## config.mk

```make
export PLATFORM = sky130hd
export DESIGN_NAME = lpc_frame_quantizer
export DESIGN_NICKNAME = d
export VERILOG_FILES = /design/src/sv/lfq_pkg.sv /design/src/sv/lpc_frame_quantizer.sv
export SDC_FILE = /design/constraint.sdc
export NUM_CORES = 1
export LEC_CHECK = 0
export BUFFER_PORTS_ARGS = -buffer_cell sky130_fd_sc_hd__buf_4
export CORE_MARGIN = 3
export CORE_UTILIZATION = 58
export DETAILED_ROUTE_END_ITERATION = 8
export HOLD_SLACK_MARGIN = 0.08
export PLACE_DENSITY = 0.89
export SKIP_LAST_GASP = 1
export SLEW_MARGIN = 0
export SYNTH_ARGS = -nofsm -noshare
export SYNTH_HDL_FRONTEND = slang
export SYNTH_SLANG_ARGS = --single-unit
```

## constraint.sdc

```tcl
create_clock -name clk_i -period 9.8 [get_ports clk_i]
set_input_delay 1.96 -clock clk_i [delete_from_list [all_inputs] [get_ports clk_i]]
set_output_delay 1.96 -clock clk_i [all_outputs]
set_load 0.005 [all_outputs]
```

## src/sv/lfq_pkg.sv

```systemverilog
// lfq_pkg: constants and types shared by the lpc frame quantizer and its checker
// no dependencies
`default_nettype none

package lfq_pkg;

  localparam int unsigned GainW    = 25;
  localparam int unsigned PitchW   = 9;
  localparam int unsigned CoefW    = 16;
  localparam int unsigned NumCoef  = 10;
  localparam int unsigned NumSteps = 15;
  localparam int unsigned FrameW   = 64;

  // |coef| limit is 2.0 in Q3.12, offset coef sits in 0..16384
  localparam int unsigned OffW  = 15;
  // (t * 15 + 8192) stays below 2^18
  localparam int unsigned ProdW = 18;
  localparam int unsigned CodeShift = 14;

  localparam logic [11:0] SyncWord = 12'hA55;

  localparam logic signed [CoefW-1:0] CoefMax = 16'sd8192;
  localparam logic signed [CoefW-1:0] CoefMin = -16'sd8192;
  localparam logic [OffW-1:0]  CoefOffset = 15'd8192;
  localparam logic [ProdW-1:0] CodeRound  = 18'd8192;
  localparam logic [3:0]       CodeLevels = 4'd15;

  localparam logic [PitchW-1:0] PitchOffset = 9'd19;
  localparam logic [PitchW-1:0] PitchLow    = 9'd20;   // below this (zero apart) the code sits at 1
  localparam logic [PitchW-1:0] PitchHigh   = 9'd142;  // above this the code sits at 123
  localparam logic [6:0]        PitchCodeMin = 7'd1;
  localparam logic [6:0]        PitchCodeMax = 7'd123;

  // smallest Q1.24 value not below 2^((k-0.5)/1.5 - 10), k = 1..15
  localparam logic [GainW-1:0] GainStep [NumSteps] = '{
    25'd20643,   25'd32768,   25'd52016,   25'd82571,   25'd131072,
    25'd208064,  25'd330281,  25'd524288,  25'd832256,  25'd1321123,
    25'd2097152, 25'd3329022, 25'd5284492, 25'd8388608, 25'd13316086
  };

  typedef logic [OffW-1:0]  coef_off_t;
  typedef logic [ProdW-1:0] coef_prod_t;

endpackage

`default_nettype wire

```

## src/sv/lpc_frame_quantizer.sv

```systemverilog
// lpc_frame_quantizer: three-stage pipeline that packs one lpc frame into a 64-bit word
// depends on lfq_pkg
//
//   channel   signals                              direction
//   input     start_i, busy_o, gain_i, pitch_i,    in (busy_o out)
//             coef_1_i .. coef_10_i
//   result    done_o, frame_word_o                 out
//
// one item may enter every cycle; its word comes out on frame_word_o with done_o
// after passing the three register stages (clamp and compare, constant multiply
// and count, round and pack).
// busy_o stays low, the receiver takes every result as it comes.
// rst_ni clears the stage valid bits; items in flight are dropped.
`default_nettype none

module lpc_frame_quantizer import lfq_pkg::*; (
  input  wire logic                     clk_i,
  input  wire logic                     rst_ni,
  input  wire logic                     start_i,
  output logic                          busy_o,
  input  wire logic [GainW-1:0]         gain_i,
  input  wire logic [PitchW-1:0]        pitch_i,
  input  wire logic signed [CoefW-1:0]  coef_1_i,
  input  wire logic signed [CoefW-1:0]  coef_2_i,
  input  wire logic signed [CoefW-1:0]  coef_3_i,
  input  wire logic signed [CoefW-1:0]  coef_4_i,
  input  wire logic signed [CoefW-1:0]  coef_5_i,
  input  wire logic signed [CoefW-1:0]  coef_6_i,
  input  wire logic signed [CoefW-1:0]  coef_7_i,
  input  wire logic signed [CoefW-1:0]  coef_8_i,
  input  wire logic signed [CoefW-1:0]  coef_9_i,
  input  wire logic signed [CoefW-1:0]  coef_10_i,
  output logic                          done_o,
  output logic [FrameW-1:0]             frame_word_o
);

  logic signed [CoefW-1:0] coef_in [NumCoef];

  // stage 1
  logic                 v1_q;
  logic [NumSteps-1:0]  therm_d, therm_q;
  logic                 voiced1_d, voiced1_q;
  logic [6:0]           pcode1_d, pcode1_q;
  coef_off_t            off_d [NumCoef];
  coef_off_t            off_q [NumCoef];

  // stage 2
  logic                 v2_q;
  logic [3:0]           gcode_d, gcode_q;
  logic                 voiced2_q;
  logic [6:0]           pcode2_q;
  coef_prod_t           prod_d [NumCoef];
  coef_prod_t           prod_q [NumCoef];

  // stage 3
  logic                 v3_q;
  logic [FrameW-1:0]    frame_d, frame_q;

  logic                 accept;

  assign coef_in = '{coef_1_i, coef_2_i, coef_3_i, coef_4_i, coef_5_i,
                     coef_6_i, coef_7_i, coef_8_i, coef_9_i, coef_10_i};

  assign busy_o = 1'b0;
  assign accept = start_i && !busy_o;

  // stage 1: threshold compares, pitch code, coefficient clamp and offset
  always_comb begin
    logic signed [CoefW-1:0] a;
    logic [PitchW-1:0]       pdiff;
    a     = '0;
    pdiff = pitch_i - PitchOffset;
    for (int k = 0; k < NumSteps; k++) begin
      therm_d[k] = (gain_i >= GainStep[k]);
    end
    voiced1_d = (pitch_i != '0);
    if (!voiced1_d) begin
      pcode1_d = '0;
    end else if (pitch_i < PitchLow) begin
      pcode1_d = PitchCodeMin;
    end else if (pitch_i > PitchHigh) begin
      pcode1_d = PitchCodeMax;
    end else begin
      pcode1_d = pdiff[6:0];
    end
    for (int c = 0; c < NumCoef; c++) begin
      if (coef_in[c] < CoefMin) begin
        a = CoefMin;
      end else if (coef_in[c] > CoefMax) begin
        a = CoefMax;
      end else begin
        a = coef_in[c];
      end
      off_d[c] = coef_off_t'(a[OffW-1:0] + CoefOffset);
    end
  end

  // stage 2: count reached thresholds, scale offset coefficient by 15
  always_comb begin
    gcode_d = '0;
    for (int k = 0; k < NumSteps; k++) begin
      gcode_d = gcode_d + 4'(therm_q[k]);
    end
    for (int c = 0; c < NumCoef; c++) begin
      prod_d[c] = coef_prod_t'(off_q[c]) * coef_prod_t'(CodeLevels);
    end
  end

  // stage 3: round, take code bits and pack the word
  always_comb begin
    coef_prod_t r;
    r       = '0;
    frame_d = {SyncWord, gcode_q, voiced2_q, pcode2_q, 40'd0};
    for (int c = 0; c < NumCoef; c++) begin
      r = prod_q[c] + CodeRound;
      frame_d[4*(NumCoef-1-c) +: 4] = r[CodeShift +: 4];
    end
  end

  always_ff @(posedge clk_i or negedge rst_ni) begin
    if (!rst_ni) begin
      v1_q <= 1'b0;
      v2_q <= 1'b0;
      v3_q <= 1'b0;
    end else begin
      v1_q <= accept;
      v2_q <= v1_q;
      v3_q <= v2_q;
    end
  end

  always_ff @(posedge clk_i) begin
    if (accept) begin
      therm_q   <= therm_d;
      voiced1_q <= voiced1_d;
      pcode1_q  <= pcode1_d;
      off_q     <= off_d;
    end
    if (v1_q) begin
      gcode_q   <= gcode_d;
      voiced2_q <= voiced1_q;
      pcode2_q  <= pcode1_q;
      prod_q    <= prod_d;
    end
    if (v2_q) begin
      frame_q <= frame_d;
    end
  end

  assign done_o       = v3_q;
  assign frame_word_o = frame_q;

endmodule

`default_nettype wire

```

==> out/results.txt, run 1 <==
Total GRT Usage = 0.224
row cnt = 72
Tightest Pin Transition = 1.14 ns
Post-synth EDFFs = 287
cts repair resizes = 0
top cells by count, synth = inv_1, edfxtp_1, fa_1, ha_1, nor2b_1
die width = 206 um
fin crit period = 3.71 ns
Worst Hold Class = flop to flop
CORE AREA = 39,000 um2
die area = 42,300 um2
fmax = 270 MHz
Simple-Gate Fraction of Synth Area = 0.104
Hold Fails Final Rpt = 0
Synth Warn # = 0
Ports = 263
setup violators final = 0
# port buffers = 249
Synth Register Bits = 290
DIE HEIGHT = 206 um
sequential area share after synthesis = 0.376
Design Area, Final = 26,600 um2
Total Wirelength = 45,800 um
Crit Path Category = flop to flop
CTS sink count = 290
largest family of logic cells by synthesized area = adder cells
worst slack, placed = 5.78 ns
Synth Cell Area = 23,100 um2
WL/cell = 16.5 um
Final Max Tran Viols = 0
hold-fix buffer count after cts = 0
Leak = 0.0119 uW
DP Wirelength = 36,000 um
H-tree Lvls = 2
vias in the first global route = 16,100
Root Driver = clkbuf_16
diode count = 0
clock buffer count from CTS = 36
Power Dens Cells = 205 nW/um2
Avg Inst Size Synth = 11.8 um2
Area growth syn-to-layout = 15.1%
Antenna Nets Post-Route = 0
xor and xnor area share after synthesis = 0.0310
Hold Path Depth = 0
Synth cell types = 69
dominant cells by area after synthesis = edfxtp_1, fa_1, ha_1
compound-gate portion of the synthesized area = 0.0644
setup ws final = 6.09 ns
drt initial violations = 803
VDD IR max = 0.152 mV
NumNets Final = 2,918
post-synth top area share = 0.372
Clock Path Buffers = 3
Starting Density = 0.593
initial antenna violation count = 0
Final Wtd Congestion = 0.948
first-pass GRT wire length = 76,100 um
post-synthesis adder-cell area fraction = 0.349
fin crit share = 0.378
Main synth FF type = edfxtp_1
Residual DRC = 0
Post-DP Area = 25,500 um2
grt total ovfl = 0
proportion of layout cells with a drive suffix above 1 = 0.145
Post-CTS Setup Bufs = 0
Worst R2R Path Depth = 11
largest net degree at the start of global routing = 102
vias = 14,800
Worst setup EP type = flop
Setup crit start kind = flop
RSZ-0062 raised after global routing = false
Initial DRT Pass Iterations = 5
top cell type by total area after synthesis = edfxtp_1
r2r setup slk = 6.09 ns
outcome = complete, no violations
vias per cell = 5.33
CTS clk-pin slew, worst paths = 0.06 ns
crit path max fanout = 4
Post-Syn Instances = 1,967
ys async rst share = 0.0103
Setup Skew = 0.0167 ns
CTS tree = built
max_cap viols = 0
Rel. slew slack = 0.239
most common cell in the netlist = inv_1
setup_tns = 0 ns
Required @ worst endpoint = 10.07 ns
mux share of post-synthesis cell area = 0
critical path arrival = 3.98 ns
Clock Latency Late Sink = 0.53 ns
where the power goes:
part / internal (uW) / switching, uW
Clock: 726 / 511
Sequential: 1770 / 152
Combinational: 1080 / 1220
routing by layer:
| layer | vias up | share of wire | global-route usage |
|---|---|---|---|
| met5 | - | 0 | 0 |
| met4 | 0 | 0.028 | 0.0705 |
| met3 | 101 | 0.059 | 0.0418 |
| met2 | 410 | 0.53 | 0.407 |
| met1 | 7262 | 0.39 | 0.269 |
| li1 | 7038 | - | - |
sequential cells by signal, indices dropped and copies added (netlist names):
name          cells
gcode_q           4
off_q           150
v1_q              1
frame_word_o     52
v2_q              1
pcode1_q          7
therm_q          15
pcode2_q          7
voiced1_q         1
done_o            1
prod_q           50
voiced2_q         1
path summary, 6_finish.rpt:
kind / startpoint / end
setup / recovery: off_q[35] / prod_q[53]
hold / removal: pcode1_q[2] / pcode2_q[2]
setup reg to reg: off_q[35] / prod_q[53]
hold reg to reg: pcode1_q[2] / pcode2_q[2]
max in group asynchronous: rst_ni / v1_q
min in group asynchronous: rst_ni / v2_q
cell type report:
cell class,count,area [um2]
multi-input cells,1242,12700
fillers,2668,12400
flip-flops and latches,290,8700
repair buffers,251,1890
inverters,416,1560
clock buffers,45,966
well taps,518,648
clock inverters,18,129
critical path: stages, from the launching register on:
cell and delay [ns]:
edfxtp_1 0.44, inv_1 0.20, fa_1 0.46, fa_1 0.57, inv_1 0.05, ha_1 0.30
a211oi_1 0.27, o211ai_1 0.22, a221o_1 0.40, nor4_1 0.25, nor3_1 0.13, xnor2_1 0.15
placed cells by master (no fill, tap or decap), types with 9 or more instances in the layout:
cell / instances
xor2_1: 26
conb_1: 13
inv_1: 415
nand2_1: 45
ha_1: 214
clkinv_2: 9
a21o_1: 19
a21oi_1: 54
nor4_1: 25
nor2_1: 102
edfxtp_1: 287
xnor2_1: 56
o21a_1: 16
nor3_1: 34
nor2b_1: 138
fa_1: 270
a31oi_1: 17
clkbuf_16: 37
nand3_1: 32
buf_4: 250
a211oi_1: 19
nand4_1: 21
o21ai_0: 38
per-stage QoR:
step / util / cells / hold WS, ns / power, uW
after floorplan: - / 1978 / 0.400 / 3520
after global placement: 0.655 / 2717 / 0.405 / 4040
after detailed placement: 0.655 / 2717 / 0.405 / 4220
after CTS: 0.683 / 2780 / 0.419 / 5510
after global routing: 0.683 / 2780 / 0.417 / 5910
final: 0.683 / 2780 / 0.418 / 5460
cell families after synthesis:
kind of cell,after synthesis
AO/OA/AOI/OAI,220
XOR/XNOR,82
adder cells (fa/ha/maj),484
buffers and inverters,446
flip-flops,290
other,2
AND/OR/NAND/NOR,443
Power figures use the tool's default switching activity.
==> run 2: changes to the inputs <==
--- a/config.mk
+++ b/config.mk
@@ -5,12 +5,13 @@
 export SDC_FILE = /design/constraint.sdc
 export NUM_CORES = 1
 export LEC_CHECK = 0
+export ABC_AREA = 1
 export BUFFER_PORTS_ARGS = -buffer_cell sky130_fd_sc_hd__buf_4
 export CORE_MARGIN = 3
 export CORE_UTILIZATION = 58
 export DETAILED_ROUTE_END_ITERATION = 8
 export HOLD_SLACK_MARGIN = 0.08
-export PLACE_DENSITY = 0.89
+export PLACE_DENSITY = 0.88
 export SKIP_LAST_GASP = 1
 export SLEW_MARGIN = 0
 export SYNTH_ARGS = -nofsm -noshare
==> constraint.sdc (replaced) <==
create_clock -name clk_i -period 3.72 [get_ports clk_i]
set_input_delay 0.744 -clock clk_i [delete_from_list [all_inputs] [get_ports clk_i]]
set_output_delay 0.744 -clock clk_i [all_outputs]
set_load 0.005 [all_outputs]
==> run 2 against run 1 <==
  * First-iteration DRC count up 44%
  * Largest power group unchanged
  * Worst setup slack lost 5.9 ns
  * Worst hold slack worse by 0.0031 ns
  * Largest cell class unchanged
  * Final cell count grew 50%
  * Via count rose by 38%
  * Sequential share of layout area decreased by 4.5 points
  * Combinational power grew to 4.0 times the previous value
  * Power increased to 3.3 times the previous value
  * Sequential power increased to 2.6 times the previous value
  * Non-clock buffer count up 5
==> out/results.txt, run 2 <==
row cnt = 78 (was 72)
Synth Warn # = 0 (unchanged)
dominant cells by area after synthesis = edfxtp_1, fa_1, inv_1 (was edfxtp_1, fa_1, ha_1)
CTS tree = built (unchanged)
Largest register FFs = 150 (unchanged)
Design Area, Final = 30,900 um2 (was 26,600 um2)
Initial DRT Pass Iterations = 5 (unchanged)
hold-fix buffer count after cts = 1 (was 0)
met3 usage = 0.0351 (was 0.0418)
H-tree Lvls = 2 (unchanged)
post-synth top area share = 0.319 (was 0.372)
CORE AREA = 45,700 um2 (was 39,000 um2)
NumNets Final = 4,218 (was 2,918)
Rel. slew slack = 0.374 (was 0.239)
Avg Inst Size Synth = 8.30 um2 (was 11.8 um2)
Synth Register Bits = 290 (unchanged)
Worst Hold Class = flop to flop (unchanged)
diode count = 0 (unchanged)
CTS clk-pin slew, worst paths = 0.06 ns (about the same)
crit path max fanout = 2 (was 4)
die width = 222 um (was 206 um)
outcome = complete, no violations (unchanged)
vias = 20,500 (was 14,800)
most common cell in the netlist = inv_1 (unchanged)
Tightest Pin Transition = 0.939 ns (was 1.14 ns)
Post-synth EDFFs = 287 (unchanged)
Main synth FF type = edfxtp_1 (unchanged)
RSZ-0062 raised after global routing = false (unchanged)
fmax = 285 MHz (was 270 MHz)
worst slack, placed = 0.190 ns (was 5.78 ns)
setup ws final = 0.217 ns (was 6.09 ns)
CTS sink count = 290 (unchanged)
CP most frequent cell = fa_1
Setup Skew = 0.0159 ns (was 0.0167 ns)
Synth Cell Area = 27,000 um2 (was 23,100 um2)
cts repair resizes = 0 (unchanged)
met2 GRT Util = 0.418 (was 0.407)
Residual DRC = 0 (unchanged)
initial antenna violation count = 0 (unchanged)
Power Dens Cells = 587 nW/um2 (was 205 nW/um2)
critical path arrival = 3.81 ns (was 3.98 ns)
Clock Path Buffers = 3 (unchanged)
largest net degree at the start of global routing = 71 (was 102)
Final Max Tran Viols = 0 (unchanged)
ys async rst share = 0.0103 (unchanged)
clock buffer count from CTS = 37 (was 36)
proportion of layout cells with a drive suffix above 1 = 0.101 (was 0.145)
Total Wirelength = 53,700 um (was 45,800 um)
largest stage delay on the critical path = 0.56 ns (was 0.57 ns)
Antenna Nets Post-Route = 0 (unchanged)
setup violators final = 0 (unchanged)
fin crit share = 0.942 (was 0.378)
grt met1 use = 0.265 (was 0.269)
gr busiest metal = met2 (unchanged)
grt total ovfl = 0 (unchanged)
Clock Latency Late Sink = 0.54 ns (was 0.53 ns)
WL/cell = 12.9 um (was 16.5 um)
# port buffers = 249 (unchanged)
Slowest-stage cell, CP = fa_1 (unchanged)
commonest non-fill, non-tap cell in the layout = inv_1 (unchanged)
VDD IR max = 0.470 mV (was 0.152 mV)
Post-DP Area = 29,600 um2 (was 25,500 um2)
Post-CTS Setup Bufs = 0 (unchanged)
Setup crit start kind = flop (unchanged)
fin crit period = 3.50 ns (was 3.71 ns)
Required @ worst endpoint = 4.02 ns (was 10.07 ns)
max_cap viols = 0 (unchanged)
top cell type by total area after synthesis = edfxtp_1 (unchanged)
top cells by count, synth = inv_1, nand2_1, edfxtp_1, nor2_1, fa_1 (was inv_1, edfxtp_1, fa_1, ha_1, nor2b_1)
DP Wirelength = 43,200 um (was 36,000 um)
Leak = 0.0165 uW (was 0.0119 uW)
Final Wtd Congestion = 0.905 (was 0.948)
Hold Fails Final Rpt = 0 (unchanged)
DIE HEIGHT = 222 um (was 206 um)
Area growth syn-to-layout = 14.3% (was 15.1%)
vias per cell = 4.92 (was 5.33)
critical path cell sequence = inv_1 -> fa_1 -> fa_1 -> fa_1 -> fa_1 -> fa_1 -> fa_1 -> xnor2_1 (was inv_1 -> fa_1 -> fa_1 -> inv_1 -> ha_1 -> a211oi_1 -> o211ai_1 -> a221o_1 -> nor4_1 -> nor3_1 -> xnor2_1)
sequential area share after synthesis = 0.322 (was 0.376)
Synth cell types = 35 (was 69)
die area = 49,200 um2 (was 42,300 um2)
Largest Register = off_q (unchanged)
Post-Syn Instances = 3,256 (was 1,967)
Total GRT Usage = 0.225 (was 0.224)
Ports = 263 (unchanged)
commonest non-fill, non-tap cells in the layout = inv_1, nand2_1, edfxtp_1 (was inv_1, edfxtp_1, fa_1)
first-pass GRT wire length = 92,600 um (was 76,100 um)
drt initial violations = 1,154 (was 803)
Worst setup EP type = flop (unchanged)
Crit Path Category = flop to flop (unchanged)
vias in the first global route = 20,800 (was 16,100)
Starting Density = 0.592 (was 0.593)
setup_tns = 0 ns (unchanged)
Root Driver = clkbuf_16 (unchanged)
==> run 2: power by group <==
group | total (uW) | internal, uW | switching [uW]
Combinational | 9240 | 3690 | 5550
Sequential | 5080 | 4640 | 440
Clock | 3800 | 2350 | 1460
Total | 18100 | 10700 | 7450
==> run 2: logic make-up after synthesis <==
| family | after synthesis | synth area share |
|---|---|---|
| buffers and inverters | 941 | 0.134 |
| adders and majority gates | 484 | 0.299 |
| AOI/OAI and AO/OA | 154 | 0.0293 |
| DFF | 290 | 0.322 |
| and+or+nand+nor | 1343 | 0.202 |
| xor gates and xnor gates | 42 | 0.0136 |
| other | 2 | 0.000278 |
==> run 2: final cells by class <==
class | count | area [um2]
well taps | 600 | 751
repair buffers | 256 | 1950
fillers | 3397 | 14800
multi-input cells | 2036 | 14800
clock buffers | 42 | 987
clock inverters | 26 | 312
flip-flops and latches | 290 | 8700
inverters | 916 | 3440
==> run 2: metrics by stage <==
stage,power (uW),cells,utilization,hold slack [ns]
after floorplan,11900,3267,-,0.400
after detailed placement,14300,4097,0.648,0.405
after global routing,20000,4166,0.677,0.423
after global placement,13800,4097,0.648,0.402
after CTS,18300,4166,0.677,0.417
final,18100,4166,0.677,0.415
==> run 2: metal layers <==
metal	up-vias	part of all wire
li1	10400	-
met1	9493	0.40
met2	506	0.52
met3	119	0.052
met4	0	0.032
met5	-	0
==> run 2: path summary, 6_finish.rpt <==
path	from	end	slack, ns	cells past startpoint
worst max-delay path	therm_q[0]	gcode_q[2]	0.22	8
worst min-delay path	pcode1_q[6]	pcode2_q[6]	0.42	0
worst max register to register	therm_q[0]	gcode_q[2]	0.22	8
worst min register to register	pcode1_q[6]	pcode2_q[6]	0.42	0
max in group asynchronous	rst_ni	v1_q	3.07	2
min in group asynchronous	rst_ni	done_o	0.54	2
==> run 2: worst max-delay path: cells and delay by family, from the launching register on <==
family / cells / cell delay, ns
xor+xnor: 1 / 0.13
fa+ha+maj: 6 / 2.77
flops: 1 / 0.32
buf+inv: 1 / 0.05
==> run 3: changes to the inputs <==
--- a/config.mk
+++ b/config.mk
@@ -5,13 +5,12 @@
 export SDC_FILE = /design/constraint.sdc
 export NUM_CORES = 1
 export LEC_CHECK = 0
-export ABC_AREA = 1
 export BUFFER_PORTS_ARGS = -buffer_cell sky130_fd_sc_hd__buf_4
 export CORE_MARGIN = 3
 export CORE_UTILIZATION = 58
 export DETAILED_ROUTE_END_ITERATION = 8
 export HOLD_SLACK_MARGIN = 0.08
-export PLACE_DENSITY = 0.88
+export PLACE_DENSITY = 0.89
 export SKIP_LAST_GASP = 1
 export SLEW_MARGIN = 0
 export SYNTH_ARGS = -nofsm -noshare
==> run 3 against run 2 <==
  * Clock-buffer cell count grew 2
  * Critical path type unchanged
  * Largest power group unchanged
  * Non-clock buffer count decreased by 3
  * Sequential power barely moved
  * Sequential share of layout area rose by 4.4 points
  * Highest routed layer unchanged
==> out/results.txt, run 3 (synthesized netlist as in run 1, its figures left out) <==
diode count = 0 (unchanged)
initial antenna violation count = 0 (unchanged)
Worst setup EP type = flop (unchanged)
utilization after layout = 0.686 (was 0.677)
vias per cell = 5.36 (was 4.92)
Residual DRC = 0 (unchanged)
crit path max fanout = 4 (was 2)
NumNets Final = 2,919 (was 4,218)
drt initial violations = 706 (was 1,154)
Int Pwr = 9570 uW (was 10,700 uW)
Antenna Nets Post-Route = 0 (unchanged)
vias = 14,900 (was 20,500)
commonest non-fill, non-tap cell in the layout = inv_1 (unchanged)
RR Startpoint = off_q[110] (was therm_q[0])
setup ws final = 0.145 ns (was 0.217 ns)
fmax = 280 MHz (was 285 MHz)
Root Driver = clkbuf_16 (unchanged)
CTS tree = built (unchanged)
Total Wirelength = 46,100 um (was 53,700 um)
Hold Fails Final Rpt = 0 (unchanged)
setup violators final = 0 (unchanged)
CP startpoint = off_q[110] (was therm_q[0])
Worst R2R Path Depth = 12 (was 8)
fin crit share = 0.961 (was 0.942)
clock buffer count from CTS = 35 (was 37)
Switch Pwr = 5060 uW (was 7450 uW)
Hold WS = 0.419 ns (was 0.415 ns)
r2r setup slk = 0.15 ns (was 0.22 ns)
Starting Density = 0.593 (was 0.592)
Rel. slew slack = 0.241 (was 0.374)
Setup crit start kind = flop (unchanged)
DP Wirelength = 36,900 um (was 43,200 um)
Clk pwr share = 0.234 (was 0.210)
Largest Register = off_q (unchanged)
Worst Hold Class = flop to flop (unchanged)
Final Wtd Congestion = 0.890 (was 0.905)
setup_tns = 0 ns (unchanged)
Setup crit end = prod_q[143] (was gcode_q[2])
Ports = 263 (unchanged)
die area = 42,300 um2 (was 49,200 um2)
CTS sink count = 290 (unchanged)
reg2reg end = prod_q[143] (was gcode_q[2])
row cnt = 72 (was 78)
Clock Latency Late Sink = 0.54 ns (about the same)
fin crit period = 3.57 ns (was 3.50 ns)
Tightest Pin Transition = 1.14 ns (was 0.939 ns)
Setup Skew = 0.0249 ns (was 0.0159 ns)
Area growth syn-to-layout = 15.6% (was 14.3%)
Crit Path Category = flop to flop (unchanged)
VDD IR max = 0.388 mV (was 0.470 mV)
WL/cell = 16.6 um (was 12.9 um)
Initial DRT Pass Iterations = 5 (unchanged)
sequential power share = 0.346 (was 0.280)
Post-DP Area = 25,600 um2 (was 29,600 um2)
first-pass GRT wire length = 76,600 um (was 92,600 um)
critical path arrival = 3.87 ns (was 3.81 ns)
Design Area, Final = 26,700 um2 (was 30,900 um2)
die width = 206 um (was 222 um)
grt total ovfl = 0 (unchanged)
largest net degree at the start of global routing = 69 (was 71)
Final Max Tran Viols = 0 (unchanged)
# port buffers = 249 (unchanged)
vias in the first global route = 16,400 (was 20,800)
Power Dens Cells = 547 nW/um2 (was 587 nW/um2)
Post-CTS Setup Bufs = 0 (unchanged)
Total GRT Usage = 0.225 (about the same)
H-tree Lvls = 2 (unchanged)
CORE AREA = 39,000 um2 (was 45,700 um2)
Clock Path Buffers = 3 (unchanged)
Required @ worst endpoint = 4.02 ns (about the same)
commonest non-fill, non-tap cells in the layout = inv_1, edfxtp_1, fa_1 (was inv_1, nand2_1, edfxtp_1)
Leak = 0.0120 uW (was 0.0165 uW)
max_cap viols = 0 (unchanged)
CTS clk-pin slew, worst paths = 0.06 ns (about the same)
outcome = complete, no violations (unchanged)
Sw Ratio = 0.346 (was 0.411)
Comb pwr share = 0.420 (was 0.510)
DIE HEIGHT = 206 um (was 222 um)
worst slack, placed = 0.122 ns (was 0.190 ns)
proportion of layout cells with a drive suffix above 1 = 0.148 (was 0.101)
Largest register FFs = 150 (unchanged)
## run 3: cell types whose count changed in the layout (fill, tap and decap cells not counted), moves of 25 or more
cell / previous run / this run
nor2_1: 286 / 102
inv_1: 884 / 412
xnor2_1: 31 / 56
nand2_1: 820 / 45
nor2b_1: 0 / 138
inv_2: 30 / 4
a21oi_1: 107 / 54
nand4_1: 49 / 21
nand3_1: 140 / 32
## run 3: per-layer routing
metal	vias to the layer above	part of all wire	track usage
met3	105	0.055	0.0456
li1	7046	-	-
met5	-	0	0
met2	419	0.54	0.413
met1	7335	0.38	0.264
met4	0	0.028	0.0708
## run 3: worst max-delay path, cell delays in order (launching register included)
cell	delay [ns]
edfxtp_1	0.43
inv_1	0.19
fa_1	0.44
fa_1	0.51
inv_1	0.04
ha_1	0.31
a21oi_1	0.20
o211ai_1	0.12
a21oi_1	0.15
o31a_1	0.22
o21ai_1	0.16
or4_1	0.41
and3_1	0.17
## run 3: repair_timing
action,CTS,global route
hold buffers,1,0
resized for setup,0,10
endpoints found under the hold margin,3,0
endpoints found under the setup margin,0,9
## run 3: worst min path at each step
| stage | startpoint | to | slack (ns) | cells past startpoint |
|---|---|---|---|---|
| floorplan | pcode2_q[0] | frame_word_o[40] | 0.40 | 0 |
| global placement | pcode1_q[6] | pcode2_q[6] | 0.41 | 0 |
| detailed placement | pcode2_q[0] | frame_word_o[40] | 0.40 | 0 |
| CTS | gcode_q[1] | frame_word_o[49] | 0.42 | 0 |
| global route | pcode2_q[5] | frame_word_o[45] | 0.42 | 0 |
| finish | gcode_q[1] | frame_word_o[49] | 0.42 | 0 |
## run 3: final cells by class
type	count	area, um2
Multi-Input combinational cell	1242	12800
Fill cell	2542	12300
Sequential cell	290	8700
Timing Repair Buffer	253	1930
Inverter	416	1560
Clock buffer	44	952
Tap cell	518	648
Clock inverter	19	188
## run 3: through the flow
stage	power (uW)	std cells
floorplan	9270	1978
global placement	10600	2718
detailed placement	11200	2718
CTS	14700	2782
global route	15800	2782
finish	14600	2782
## run 3: power by group through the flow
stage	logic (uW)	clock network [uW]	registers, uW
after CTS	6150	3510	5070
after global routing	7030	3630	5130
after detailed placement	6040	0	5120
after floorplan	4240	0	5040
after global placement	5540	0	5090
final	6150	3420	5060
